**config.mk**
```make
export PLATFORM = sky130hd
export DESIGN_NAME = reflow_profile_sequencer
export DESIGN_NICKNAME = d
export VERILOG_FILES = /design/src/design/rps_pkg.sv /design/src/design/reflow_profile_sequencer.sv
export VERILOG_INCLUDE_DIRS = /design/src /design/src/design
export SDC_FILE = /design/constraint.sdc
export NUM_CORES = 1
export LEC_CHECK = 0
export ABC_AREA = 1
export BUFFER_PORTS_ARGS = -buffer_cell sky130_fd_sc_hd__clkbuf_2
export CAP_MARGIN = 25
export CORE_MARGIN = 8
export CORE_UTILIZATION = 50
export CTS_CLUSTER_SIZE = 24
export DETAILED_ROUTE_END_ITERATION = 10
export PLACE_DENSITY = 0.75
export SLEW_MARGIN = 20
export SYNTH_ARGS = -nofsm -noshare
export SYNTH_HDL_FRONTEND = slang
export SYNTH_SLANG_ARGS = --single-unit
```
**constraint.sdc**
```tcl
create_clock -name i_clk -period 18.9 [get_ports i_clk]
set_input_delay 2.835 -clock i_clk [delete_from_list [all_inputs] [get_ports i_clk]]
set_output_delay 2.835 -clock i_clk [all_outputs]
set_load 0.02 [all_outputs]
```
**src/design/assert_macros.svh**
```systemverilog
// Concurrent assertion helpers, clocked on i_clk and disabled in reset.
`ifndef ASSERT_MACROS_SVH
`define ASSERT_MACROS_SVH

`define ASSERT_IMP(label, ante, cons) \
    label: assert property (@(posedge i_clk) disable iff (!i_rst_n) (ante) |-> (cons)) \
        else $error("assertion failed");

`define ASSERT_NEXT(label, ante, cons) \
    label: assert property (@(posedge i_clk) disable iff (!i_rst_n) (ante) |=> (cons)) \
        else $error("assertion failed");

`endif

```
**src/design/rps_pkg.sv**
```systemverilog
`timescale 1ns / 1ps

package rps_pkg;

    localparam int TEMP_BITS   = 12;
    localparam int FRAC_BITS   = 8;
    localparam int FIX_W       = TEMP_BITS + FRAC_BITS;
    localparam int STEP_W      = FIX_W + 1;
    localparam int TIME_W      = 16;
    localparam int GAIN_W      = 16;
    localparam int PROD_W      = FIX_W + GAIN_W;
    localparam int PCT_SHIFT   = FRAC_BITS + 10;
    localparam int CNT_W       = $clog2(FIX_W);
    localparam int PHASE_W     = 3;
    localparam int PCT_W       = 7;
    localparam int DUTY_W      = 8;
    localparam int ELAPSED_W   = 16;
    localparam int NUM_TARGETS = 5;
    localparam int NUM_RAMPS   = 3;
    localparam int TARGETS_W   = NUM_TARGETS * TEMP_BITS;
    localparam int TIMES_W     = NUM_RAMPS * TIME_W;
    localparam int GAINS_W     = NUM_RAMPS * GAIN_W;
    localparam int CFG_DATA_W  = TARGETS_W;
    localparam int PCT_MAX     = 100;
    localparam int DUTY_RECIP  = 5243;
    localparam int DUTY_SHIFT  = 19;

    localparam logic [TEMP_BITS-1:0] FAULT_LIMIT = TEMP_BITS'(400 * 4);
    localparam logic [TEMP_BITS-1:0] SAFE_RESET  = TEMP_BITS'(200);
    localparam logic [DUTY_W-1:0]    FULL_DUTY   = DUTY_W'(255);

    typedef logic [1:0] t_cfg_index;
    localparam t_cfg_index CFG_TARGETS = 2'd0;
    localparam t_cfg_index CFG_TIMES   = 2'd1;
    localparam t_cfg_index CFG_GAINS   = 2'd2;
    localparam t_cfg_index CFG_SAFE    = 2'd3;

    typedef enum logic [PHASE_W-1:0] {
        PH_READY  = 3'd0,
        PH_PRE    = 3'd1,
        PH_SOAK   = 3'd2,
        PH_REFLOW = 3'd3,
        PH_COOL   = 3'd4,
        PH_DONE   = 3'd5
    } t_phase;

    typedef enum logic [1:0] {
        S_IDLE,
        S_DIV,
        S_MUL,
        S_FIN
    } t_state;

    typedef struct packed {
        logic                 sample_due;
        logic [TEMP_BITS-1:0] temperature;
        logic                 button_pressed;
    } t_in_item;

    typedef struct packed {
        t_phase               phase;
        logic                 running;
        logic [PCT_W-1:0]     heater_percent;
        logic [DUTY_W-1:0]    heater_duty;
        logic [DUTY_W-1:0]    fan_duty;
        logic [TEMP_BITS-1:0] setpoint_now;
        logic [ELAPSED_W-1:0] elapsed_samples;
        logic                 sensor_fault;
    } t_out_item;

    function automatic logic [TEMP_BITS-1:0] target_sel(
        input logic [TARGETS_W-1:0] targets,
        input logic [PHASE_W-1:0]   k
    );
        logic [TEMP_BITS-1:0] t;
        unique case (k)
            3'd0:    t = targets[0*TEMP_BITS +: TEMP_BITS];
            3'd1:    t = targets[1*TEMP_BITS +: TEMP_BITS];
            3'd2:    t = targets[2*TEMP_BITS +: TEMP_BITS];
            3'd3:    t = targets[3*TEMP_BITS +: TEMP_BITS];
            default: t = targets[4*TEMP_BITS +: TEMP_BITS];
        endcase
        return t;
    endfunction

    function automatic logic [TIME_W-1:0] ramp_field(
        input logic [TIMES_W-1:0] packed_reg,
        input t_phase             p
    );
        logic [TIME_W-1:0] f;
        unique case (p)
            PH_PRE:    f = packed_reg[0*TIME_W +: TIME_W];
            PH_SOAK:   f = packed_reg[1*TIME_W +: TIME_W];
            PH_REFLOW: f = packed_reg[2*TIME_W +: TIME_W];
            default:   f = '0;
        endcase
        return f;
    endfunction

    // floor(pct * 255 / 100) through a reciprocal, exact for pct up to 100
    function automatic logic [DUTY_W-1:0] duty_of(input logic [PCT_W-1:0] pct);
        logic [14:0] scaled;
        logic [28:0] prod;
        scaled = 15'(pct) * 15'd255;
        prod   = 29'(scaled) * 29'(DUTY_RECIP);
        return prod[DUTY_SHIFT +: DUTY_W];
    endfunction

endpackage

```
**src/design/reflow_profile_sequencer.sv**
```systemverilog
`timescale 1ns / 1ps
// The result is registered in S_FIN once the request is accepted; if a heating phase follows,
//   20 restoring divide steps, then 16 shift-add multiply steps on one shared adder, come first.
// Input ready only in idle, so a new request waits until S_FIN has loaded the result register.
// The result register lets the next request in while a result waits; S_FIN holds until it is taken.
// Reset (synchronous, active low): phase ready, stopped, elapsed count and setpoint zero,
//   targets/times/gains zero, safe temperature 200 quarter degrees.
module reflow_profile_sequencer (
    input  logic                         i_clk,
    input  logic                         i_rst_n,
    input  logic                         i_in_valid,
    output logic                         o_in_ready,
    input  rps_pkg::t_in_item            i_in,
    output logic                         o_out_valid,
    input  logic                         i_out_ready,
    output rps_pkg::t_out_item           o_out,
    input  logic                         i_cfg_valid,
    output logic                         o_cfg_ready,
    input  rps_pkg::t_cfg_index          i_cfg_index,
    input  logic [rps_pkg::CFG_DATA_W-1:0] i_cfg_data
);
    import rps_pkg::*;

    logic [TARGETS_W-1:0]    r_targets;
    logic [TIMES_W-1:0]      r_times;
    logic [GAINS_W-1:0]      r_gains;
    logic [TEMP_BITS-1:0]    r_safe;

    logic                    r_run,      n_run;
    t_phase                  r_phase,    n_phase;
    logic [FIX_W-1:0]        r_setpoint, n_setpoint;
    logic signed [STEP_W-1:0] r_step,    n_step;
    logic [TEMP_BITS-1:0]    r_temp,     n_temp;
    logic [ELAPSED_W-1:0]    r_elapsed,  n_elapsed;
    logic                    r_fault,    n_fault;

    t_state                  r_state,    n_state;
    logic [CNT_W-1:0]        r_cnt,      n_cnt;
    logic [PROD_W-1:0]       r_acc,      n_acc;
    logic [FIX_W-1:0]        r_dividend, n_dividend;
    logic [TIME_W-1:0]       r_divisor,  n_divisor;
    logic                    r_neg,      n_neg;
    logic [FIX_W-1:0]        r_mcand,    n_mcand;
    logic [GAIN_W-1:0]       r_mplier,   n_mplier;
    t_out_item               r_out,      n_out;
    logic                    r_out_valid, n_out_valid;

    logic                    s_run;
    t_phase                  s_phase;
    logic [FIX_W-1:0]        s_setpoint;
    logic [TEMP_BITS-1:0]    s_temp;
    logic [ELAPSED_W-1:0]    s_elapsed;
    logic                    s_fault;
    logic [TEMP_BITS-1:0]    s_tgt;
    logic [FIX_W-1:0]        s_lim;
    logic signed [FIX_W+1:0] s_sum;
    logic                    s_heat;
    logic [TEMP_BITS-1:0]    s_tgt_new;
    logic [TEMP_BITS-1:0]    s_tgt_prev;
    logic signed [TEMP_BITS:0] s_diff;
    logic [TEMP_BITS-1:0]    s_mag;
    logic signed [FIX_W:0]   s_err;

    logic [PROD_W-1:0]       u_a;
    logic [PROD_W-1:0]       u_b;
    logic                    u_sub;
    logic [PROD_W:0]         u_y;

    logic [TIME_W:0]         rem_shift;
    logic                    qbit;
    logic [FIX_W-1:0]        quot;
    logic [PROD_W-PCT_SHIFT-1:0] pct_raw;
    logic [PCT_W-1:0]        pct;

    assign o_cfg_ready = 1'b1;
    assign o_out_valid = r_out_valid;
    assign o_out       = r_out;

    assign u_y = u_sub ? ({1'b0, u_a} - {1'b0, u_b}) : ({1'b0, u_a} + {1'b0, u_b});

    always_comb begin
        s_temp    = i_in.sample_due ? i_in.temperature : r_temp;
        s_fault   = i_in.sample_due ? (i_in.temperature > FAULT_LIMIT) : r_fault;
        s_elapsed = r_elapsed;
        if (i_in.sample_due && r_run && (r_elapsed != '1)) begin
            s_elapsed = r_elapsed + ELAPSED_W'(1);
        end
        s_run      = r_run;
        s_phase    = r_phase;
        s_setpoint = r_setpoint;
        if (i_in.button_pressed) begin
            s_phase    = PH_PRE;
            s_run      = ~r_run;
            s_setpoint = {s_temp, {FRAC_BITS{1'b0}}};
        end
        s_tgt = target_sel(r_targets, s_phase);
        s_lim = {s_tgt, {FRAC_BITS{1'b0}}};
        s_sum = signed'({2'b00, s_setpoint}) + (FIX_W+2)'(r_step);
        if (s_run) begin
            if (s_phase != PH_COOL) begin
                if (i_in.sample_due) begin
                    if (s_sum > signed'({2'b00, s_lim})) begin
                        s_setpoint = s_lim;
                    end else if (s_sum < 0) begin
                        s_setpoint = '0;
                    end else begin
                        s_setpoint = s_sum[FIX_W-1:0];
                    end
                end
                if (s_temp >= s_tgt) begin
                    s_phase = t_phase'(s_phase + 3'd1);
                end
            end else if (s_temp < s_tgt) begin
                s_phase = PH_DONE;
            end
            if (s_phase == PH_DONE) begin
                s_run = 1'b0;
            end
        end else begin
            s_elapsed = '0;
            if (s_phase != PH_DONE || s_temp < r_safe) begin
                s_phase = PH_READY;
            end
        end
        s_heat = s_run && (s_phase == PH_PRE || s_phase == PH_SOAK || s_phase == PH_REFLOW);
        s_tgt_new  = target_sel(r_targets, s_phase);
        s_tgt_prev = target_sel(r_targets, s_phase - 3'd1);
        s_diff = signed'({1'b0, s_tgt_new}) - signed'({1'b0, s_tgt_prev});
        s_mag  = s_diff[TEMP_BITS] ? TEMP_BITS'(-s_diff) : TEMP_BITS'(s_diff);
        s_err  = signed'({1'b0, s_setpoint}) - signed'({1'b0, s_temp, {FRAC_BITS{1'b0}}});
    end

    assign rem_shift = {r_acc[TIME_W-1:0], r_dividend[FIX_W-1]};
    assign qbit      = ~u_y[PROD_W];
    assign quot      = {r_dividend[FIX_W-2:0], qbit};
    assign pct_raw   = r_acc[PROD_W-1:PCT_SHIFT];
    assign pct       = (pct_raw > (PROD_W-PCT_SHIFT)'(PCT_MAX)) ? PCT_W'(PCT_MAX)
                                                                : pct_raw[PCT_W-1:0];

    always_comb begin
        n_state     = r_state;
        n_cnt       = r_cnt;
        n_acc       = r_acc;
        n_dividend  = r_dividend;
        n_divisor   = r_divisor;
        n_neg       = r_neg;
        n_mcand     = r_mcand;
        n_mplier    = r_mplier;
        n_out       = r_out;
        n_out_valid = r_out_valid && !i_out_ready;
        n_run       = r_run;
        n_phase     = r_phase;
        n_setpoint  = r_setpoint;
        n_step      = r_step;
        n_temp      = r_temp;
        n_elapsed   = r_elapsed;
        n_fault     = r_fault;
        o_in_ready  = 1'b0;
        u_a         = '0;
        u_b         = '0;
        u_sub       = 1'b0;
        unique case (r_state)
            S_IDLE: begin
                o_in_ready = 1'b1;
                if (i_in_valid) begin
                    n_run      = s_run;
                    n_phase    = s_phase;
                    n_setpoint = s_setpoint;
                    n_temp     = s_temp;
                    n_elapsed  = s_elapsed;
                    n_fault    = s_fault;
                    n_acc      = '0;
                    n_cnt      = '0;
                    n_dividend = {s_mag, {FRAC_BITS{1'b0}}};
                    n_neg      = s_diff[TEMP_BITS];
                    n_divisor  = ramp_field(r_times, s_phase);
                    n_mplier   = ramp_field(r_gains, s_phase);
                    n_mcand    = (s_err > 0) ? s_err[FIX_W-1:0] : '0;
                    n_state    = s_heat ? S_DIV : S_FIN;
                end
            end
            S_DIV: begin
                u_a   = PROD_W'(rem_shift);
                u_b   = PROD_W'(r_divisor);
                u_sub = 1'b1;
                n_acc = qbit ? PROD_W'(u_y[TIME_W-1:0]) : PROD_W'(rem_shift[TIME_W-1:0]);
                n_dividend = quot;
                n_cnt = r_cnt + CNT_W'(1);
                if (r_cnt == CNT_W'(FIX_W - 1)) begin
                    n_cnt   = '0;
                    n_acc   = '0;
                    n_state = S_MUL;
                    if (r_divisor == '0) begin
                        n_step = '0;
                    end else if (r_neg) begin
                        n_step = -signed'(STEP_W'(quot));
                    end else begin
                        n_step = signed'(STEP_W'(quot));
                    end
                end
            end
            S_MUL: begin
                u_a      = {r_acc[PROD_W-2:0], 1'b0};
                u_b      = r_mplier[GAIN_W-1] ? PROD_W'(r_mcand) : '0;
                n_acc    = u_y[PROD_W-1:0];
                n_mplier = {r_mplier[GAIN_W-2:0], 1'b0};
                n_cnt    = r_cnt + CNT_W'(1);
                if (r_cnt == CNT_W'(GAIN_W - 1)) begin
                    n_cnt   = '0;
                    n_state = S_FIN;
                end
            end
            S_FIN: begin
                if (!r_out_valid || i_out_ready) begin
                    n_out.phase           = r_phase;
                    n_out.running         = r_run;
                    n_out.heater_percent  = pct;
                    n_out.heater_duty     = duty_of(pct);
                    n_out.fan_duty        = (r_run && r_phase == PH_COOL) ? FULL_DUTY : '0;
                    n_out.setpoint_now    = r_setpoint[FIX_W-1:FRAC_BITS];
                    n_out.elapsed_samples = r_elapsed;
                    n_out.sensor_fault    = r_fault;
                    n_out_valid           = 1'b1;
                    n_state               = S_IDLE;
                end
            end
            default: n_state = S_IDLE;
        endcase
    end

    always_ff @(posedge i_clk) begin
        if (!i_rst_n) begin
            r_state     <= S_IDLE;
            r_out_valid <= 1'b0;
            r_run       <= 1'b0;
            r_phase     <= PH_READY;
            r_setpoint  <= '0;
            r_step      <= '0;
            r_temp      <= '0;
            r_elapsed   <= '0;
            r_fault     <= 1'b0;
            r_targets   <= '0;
            r_times     <= '0;
            r_gains     <= '0;
            r_safe      <= SAFE_RESET;
        end else begin
            r_state     <= n_state;
            r_out_valid <= n_out_valid;
            r_run       <= n_run;
            r_phase     <= n_phase;
            r_setpoint  <= n_setpoint;
            r_step      <= n_step;
            r_temp      <= n_temp;
            r_elapsed   <= n_elapsed;
            r_fault     <= n_fault;
            if (i_cfg_valid) begin
                unique case (i_cfg_index)
                    CFG_TARGETS: r_targets <= i_cfg_data[TARGETS_W-1:0];
                    CFG_TIMES:   r_times   <= i_cfg_data[TIMES_W-1:0];
                    CFG_GAINS:   r_gains   <= i_cfg_data[GAINS_W-1:0];
                    CFG_SAFE:    r_safe    <= i_cfg_data[TEMP_BITS-1:0];
                    default:     r_safe    <= r_safe;
                endcase
            end
        end
    end

    always_ff @(posedge i_clk) begin
        r_cnt      <= n_cnt;
        r_acc      <= n_acc;
        r_dividend <= n_dividend;
        r_divisor  <= n_divisor;
        r_neg      <= n_neg;
        r_mcand    <= n_mcand;
        r_mplier   <= n_mplier;
        r_out      <= n_out;
    end

`include "assert_macros.svh"

    `ASSERT_IMP(a_run_phase, r_run, (r_phase != PH_READY) && (r_phase != PH_DONE))
    `ASSERT_IMP(a_pct_range, r_out_valid, r_out.heater_percent <= PCT_W'(PCT_MAX))
    `ASSERT_IMP(a_fan_cool, r_out_valid && (r_out.fan_duty != '0),
                (r_out.phase == PH_COOL) && r_out.running)
    `ASSERT_NEXT(a_fin_load, (r_state == S_FIN) && (!r_out_valid || i_out_ready),
                 r_out_valid && (r_state == S_IDLE))

endmodule
```
==> impl_results.md, run 1 <==
- # rows: roughly 90
- Mapped Nets: between 4k and 5k
- Hold Violations, Final: 0
- Setup CP Type: reg2reg
- Syn Area/Cell: around 7.5 um^2
- Metal2 WL: 40.03 mm
- R2r setup slk: 8.29 ns
- PortBufs: around 140
- Global-route wire length before repair: 135.6 mm
- Starting Density: 50.35%
- Worst skew pair latency: 0.61 ns
- Worst-path fanout max: 10
- Clock period minus worst slack: around 11 ns
- Worst hold-check path type: reg2reg
- ANT nets after route: 0
- Routed metal-1 wire length: 36.66 mm
- CP peak stage delay: 0.61 ns
- Core Area: 58,800 um^2
- Worst Tran Pin Value: 1.064 ns
- Post-CTS Setup Bufs: 0
- Hold depth: 0
- Number of top-level pins: 140
- Worst Setup SP: r_acc[30]
- Crit. End Element: register
- Worst Skew: around 0.019 ns
- Synth warnings: 0
- Rel. slew slack: 28.34%
- Run status: finished, final reports clean
- Main synth FF type: dfxtp_1
- Buffers from clock root to sink, at most: 3
- GRT Residual Overflow: 0
- CTS buffer count: 45
- Max Cap Violations: 0
- Root buffer cell: clkbuf_16
- CTS Hold Buffers Added: 0
- Top sig layer: met4
- Setup_tns: 0 ns
- Initial antenna violation count: 1
- All-Layer GR Usage: roughly 25%
- Post-Syn Instances: between 3k and 4k
- Slew Viols, Final: 0
- Length of routed met3 wiring: roughly 5.1 mm
- DR vias/cell: between 5 and 6
- Kind of cell adding the most delay to the critical path: adder cells
- Via count: 26.54k
- Post-Syn Area: slightly below 30,000 um^2
- Final setup fails: 0
- Cell depth of the worst setup path: 44
- Placer Congestion: approximately 1.0
- Synthesis-to-finish area growth: 9.734%
- FF-to-FF path depth: 44
- Worst EP required: just under 20 ns
- Wire length per cell: about 18 um
- CTS tree: built
- Slowest-stage cell, CP: xor2_1
- Layout cell share with drive strength beyond 1: under 10%
- Post-route clock period utilization: 56.16%
- Residual DRC: 0
- CTS resizes: 0
- H-tree depth: 2
- Clock sink count: 408
- R2r endpoint: o_out[43]
- Die Footprint: 67,250 um^2
- Synth unique cells: 64
- Fraction of registers with async set/reset: 0%
- Post-synth EDFFs: 163
- DR iter-0 viols: 2,243
- Worst path bufs/invs: 7
- Maximum number of pins on one net before global-route repair: between 90 and 100
- Seq cells post-synth: 408
- Vias in the first global route: 25.50k
- Worst setup path endpoint: o_out[43]
- Die X: 259.3 um
- Worst R2R Start: r_acc[30]
- Hpwl dp: between 60 and 70 mm
- Critical path data arrival time: 10.96 ns
- Sequential area share after synthesis: between 30% and 40%
- Max Fclk: approximately 94 MHz
- Clock slew at reported path FFs: approximately 0.060 ns
- RSZ-0062 raised after global routing: false
- DRT Pass-1 Iters: 6
- Antenna cells: 0
- Final net count: between 4k and 5k
- CP startpoint kind: register
- Final wirelength: 85.25 mm
- Die height: between 200 and 300 um
[synth_stat cells, types with 16 or more instances]
cell	n	area, um^2
edfxtp_1	163	4895
fa_1	84	1682
o21ai_0	401	2007
a221oi_1	16	140.1
nand2_1	710	2665
dfxtp_1	245	4905
nand4_1	30	187.7
nor2_1	434	1629
or2_2	20	125.1
nor2_2	19	118.9
inv_1	614	2305
a21oi_1	332	1662
ha_1	264	3303
o211ai_1	31	232.7
nand3_1	138	690.7
xor2_1	64	560.5
nor3_1	27	135.1
xnor2_1	39	341.6
clkbuf_1	102	382.9
buf_2	16	80.08
[per-stage QoR]
stage	hold slack (ns)	util (%)	std cells	setup slack, ns	area, um^2
6_report	0.4321	55.25	4841	8.286	32480
3_3_place_gp	0.4165	52.49	4755	8.059	30860
5_1_grt	0.4395	55.25	4841	7.476	32480
2_1_floorplan	0.4030	-	3959	9.527	29600
4_1_cts	0.4292	55.20	4839	8.164	32460
3_5_place_dp	0.4145	52.49	4755	8.038	30860
[cells by family (layout without fill, tap and decap cells)]
family | Yosys count | count (layout) | share of synthesized area [%]
other | 1 | 1 | 0.01267
and+or+nand+nor | 1431 | 1431 | 20.27
DFF | 408 | 408 | 33.10
AOI/OAI and AO/OA | 898 | 898 | 16.63
adders and majority gates | 348 | 348 | 16.84
xor gates and xnor gates | 103 | 103 | 3.047
buffers and inverters | 770 | 879 | 10.10
[placed cells by master, fill, tap and decap left out, drive strengths merged, types with 4 or more instances in the layout]
cell type	count
nand2	722
inv	630
nor2	457
o21ai	420
a21oi	336
ha	264
dfxtp	245
clkbuf	196
edfxtp	163
nand3	142
fa	84
xor2	64
xnor2	39
nand4	32
o211ai	31
nor3	30
buf	27
or2	23
a221oi	16
clkinv	16
o21bai	15
a21o	14
o22ai	12
o221ai	11
a31oi	11
nand3b	8
nor4	8
bufinv	7
o21a	6
nor3b	6
a22oi	6
o31ai	4
a211oi	4
[sequential cells by signal, summed over array words and instances (netlist names), 20 cells and up]
name / count
r_setpoint: 20
r_acc: 36
r_mcand: 20
o_out: 49
r_step: 21
r_times: 48
r_gains: 48
r_dividend: 20
r_targets: 60
[area by class of cell]
cell class / count / area [um^2]
Tap cell: 773 / 967.2
Multi-Input combinational cell: 2781 / 16850
Fill cell: 5592 / 26310
Clock inverter: 25 / 369.1
Clock buffer: 59 / 1229
Timing Repair Buffer: 164 / 899.6
Inverter: 631 / 2371
Sequential cell: 408 / 9799
[metal layers]
metal | global-route usage, % | vias to the layer above
met5 | 0 | -
met3 | 3.596 | 180
met4 | 9.306 | 0
li1 | - | 13116
met2 | 41.89 | 924
met1 | 31.96 | 12318
[worst min path at each step]
stage                       startpoint       end
after floorplan                r_fault  o_out[0]
after global placement    r_elapsed[5]  o_out[6]
after detailed placement       r_fault  o_out[0]
after CTS                      r_fault  o_out[0]
after global routing           r_fault  o_out[0]
final                          r_fault  o_out[0]
Power of run 1 is left out: the tool's default activity adds up to more than one toggle a clock period on the data nets, which glitch-free logic cannot reach.
==> run 2: changes to the inputs <==
--- a/config.mk
+++ b/config.mk
@@ -13,7 +13,7 @@
 export CORE_UTILIZATION = 50
 export CTS_CLUSTER_SIZE = 24
 export DETAILED_ROUTE_END_ITERATION = 10
-export PLACE_DENSITY = 0.75
+export PLACE_DENSITY = 0.78
 export SLEW_MARGIN = 20
 export SYNTH_ARGS = -nofsm -noshare
 export SYNTH_HDL_FRONTEND = slang
==> constraint.sdc (replaced) <==
create_clock -name i_clk -period 8.6 [get_ports i_clk]
set_input_delay 1.29 -clock i_clk [delete_from_list [all_inputs] [get_ports i_clk]]
set_output_delay 1.29 -clock i_clk [all_outputs]
set_load 0.02 [all_outputs]
==> run 2 against run 1 <==
The run now ends with negative setup slack left. Routed wire length increased by 0.50%. Design area increased by 6.3%. Register-to-register slack got worse by 8.8 ns. Non-clock buffer count increased by 184. Flip-flop and latch count unchanged. Worst setup slack got worse by 8.8 ns. First-iteration DRC count increased by 15%. Global-route usage decreased by 0.36 points. Count of clock-buffer cells in the layout increased by 3. Critical endpoint unchanged.
==> impl_results.md, run 2 (synthesis gave the netlist of run 1 again) <==
- H-tree depth: 2
- Starting Density: roughly half
- Setup CP Type: reg2reg
- Hold Violations, Final: 0
- Worst-path fanout max: 4
- CTS buffer count: 45
- Antenna cells: 0
- Wire length per cell: roughly 17 um
- DR iter-0 viols: 2,583
- Core Area: just under 60,000 um^2
- Non-filler cells, final: between 5k and 6k
- GRT Residual Overflow: 0
- Violated checks: negative setup slack
- Worst skew pair latency: roughly 0.60 ns
- Placed insts: slightly below 5k
- Commonest non-fill, non-tap cell in the layout: nand2_1
- Maximum number of pins on one net before global-route repair: just under 100
- Placer Congestion: around 0.96
- Clock slew at reported path FFs: roughly 0.060 ns
- CP peak stage delay: between 0.5 and 0.6 ns
- Worst Skew: 0.01830 ns
- Worst hold-check path type: reg2reg
- Slew Viols, Final: 0
- Die height: between 200 and 300 um
- ANT nets after route: 0
- Final net count: 4,644
- R2r setup slk: -0.56 ns
- Crit. End Element: register
- Most frequent cells in the layout: nand2_1 (703), inv_1 (594), nor2_1 (424)
- Max Fclk: 109.2 MHz
- Clock period minus worst slack: between 9 and 10 ns
- PortBufs: 138
- Largest register FFs: 60
- Critical path data arrival time: about 9.5 ns
- Biggest register: r_targets
- Clock sink count: 408
- Cell mode on critical path: fa_1
- Final wirelength: between 80 and 90 mm
- Run status: finished, violations left
- Final setup margin: -0.5552 ns
- CTS Hold Buffers Added: 0
- Worst EP required: 8.92 ns
- # rows: 89
- Rel. slew slack: about 34%
- All-Layer GR Usage: approximately 24%
- Root buffer cell: clkbuf_16
- Worst Tran Pin Value: just under 1 ns
- Layout cell share with drive strength beyond 1: about 15%
- Number of top-level pins: 140
- Final setup fails: 8
- Post-route clock period utilization: 106.5%
- Fin util: between 50% and 60%
- Buffers from clock root to sink, at most: 3
- CP startpoint kind: register
- Initial antenna violation count: 0
- CTS tree: built
- Max Cap Violations: 0
- RSZ-0062 raised after global routing: true
- DR vias/cell: 5.473
- Die Footprint: 67,250 um^2
- Vias in the first global route: 26.41k
- Slowest-stage cell, CP: or4_4
- Synthesis-to-finish area growth: 16.59%
- DRT Pass-1 Iters: 6
- Hpwl dp: roughly 64 mm
- Global-route wire length before repair: approximately 130 mm
- Die X: roughly 260 um
- Residual DRC: 0
- Via count: 27.49k
## run 2: changes by cell type in the layout (fill, tap and decap cells not counted), sizes merged
cell	change
buf	+184
bufinv	-4
clkbuf	+3
clkinv	-3
inv	+3
## run 2: cell type report
type                    count  area, um^2
multi-input cells        2781       17480
clock buffers              62        1291
flip-flops and latches    408        9799
fillers                  5314       24280
repair buffers            348        2345
inverters                 631        2379
well taps                 773       967.2
clock inverters            21       252.7
## run 2: critical path, delay by kind of cell, from the launching register on
kind            cells  cell delay, ns
compound gates      7            0.80
xor+xnor            3            0.51
fa+ha+maj          11            4.55
buf+inv             7            0.43
flops               1            0.39
simple gates       16            2.19
## run 2: routing by layer
metal | wire length, um | global-route usage, % | share of wire, %
met1 | 35400 | 30.66 | 41
met2 | 40100 | 41.00 | 47
met3 | 5473 | 3.343 | 6.4
met4 | 4697 | 12.21 | 5.5
met5 | 0 | 0 | 0
## run 2: final timing paths
kind	start	endpoint	cells after the start
worst max register to register	r_acc[28]	o_out[43]	44
worst max-delay path	r_acc[28]	o_out[43]	44
worst min-delay path	r_gains[18]	r_gains[18]	2
worst min register to register	r_gains[18]	r_gains[18]	2
## run 2: what timing repair did
action | in CTS | in global routing
resized for setup | 68 | 34
setup buffers | 15 | 10
hold endpoints to repair | 0 | 0
endpoints found under the setup margin | 8 | 8
pin swaps | 58 | 33
## run 2: through the flow
stage                     setup TNS (ns)  setup WS [ns]  cell area (um^2)  hold WS (ns)
final                             -3.901        -0.5552             34510        0.4445
after global placement            -2.946        -0.4407             32190        0.4179
after global routing              -7.015        -0.9525             34510        0.4438
after floorplan                   -1.391        -0.2812             29740        0.4030
after CTS                         -1.359        -0.2869             34240        0.4375
after detailed placement          -4.363        -0.6232             32200        0.4285
Power of run 2 is left out for the same reason.
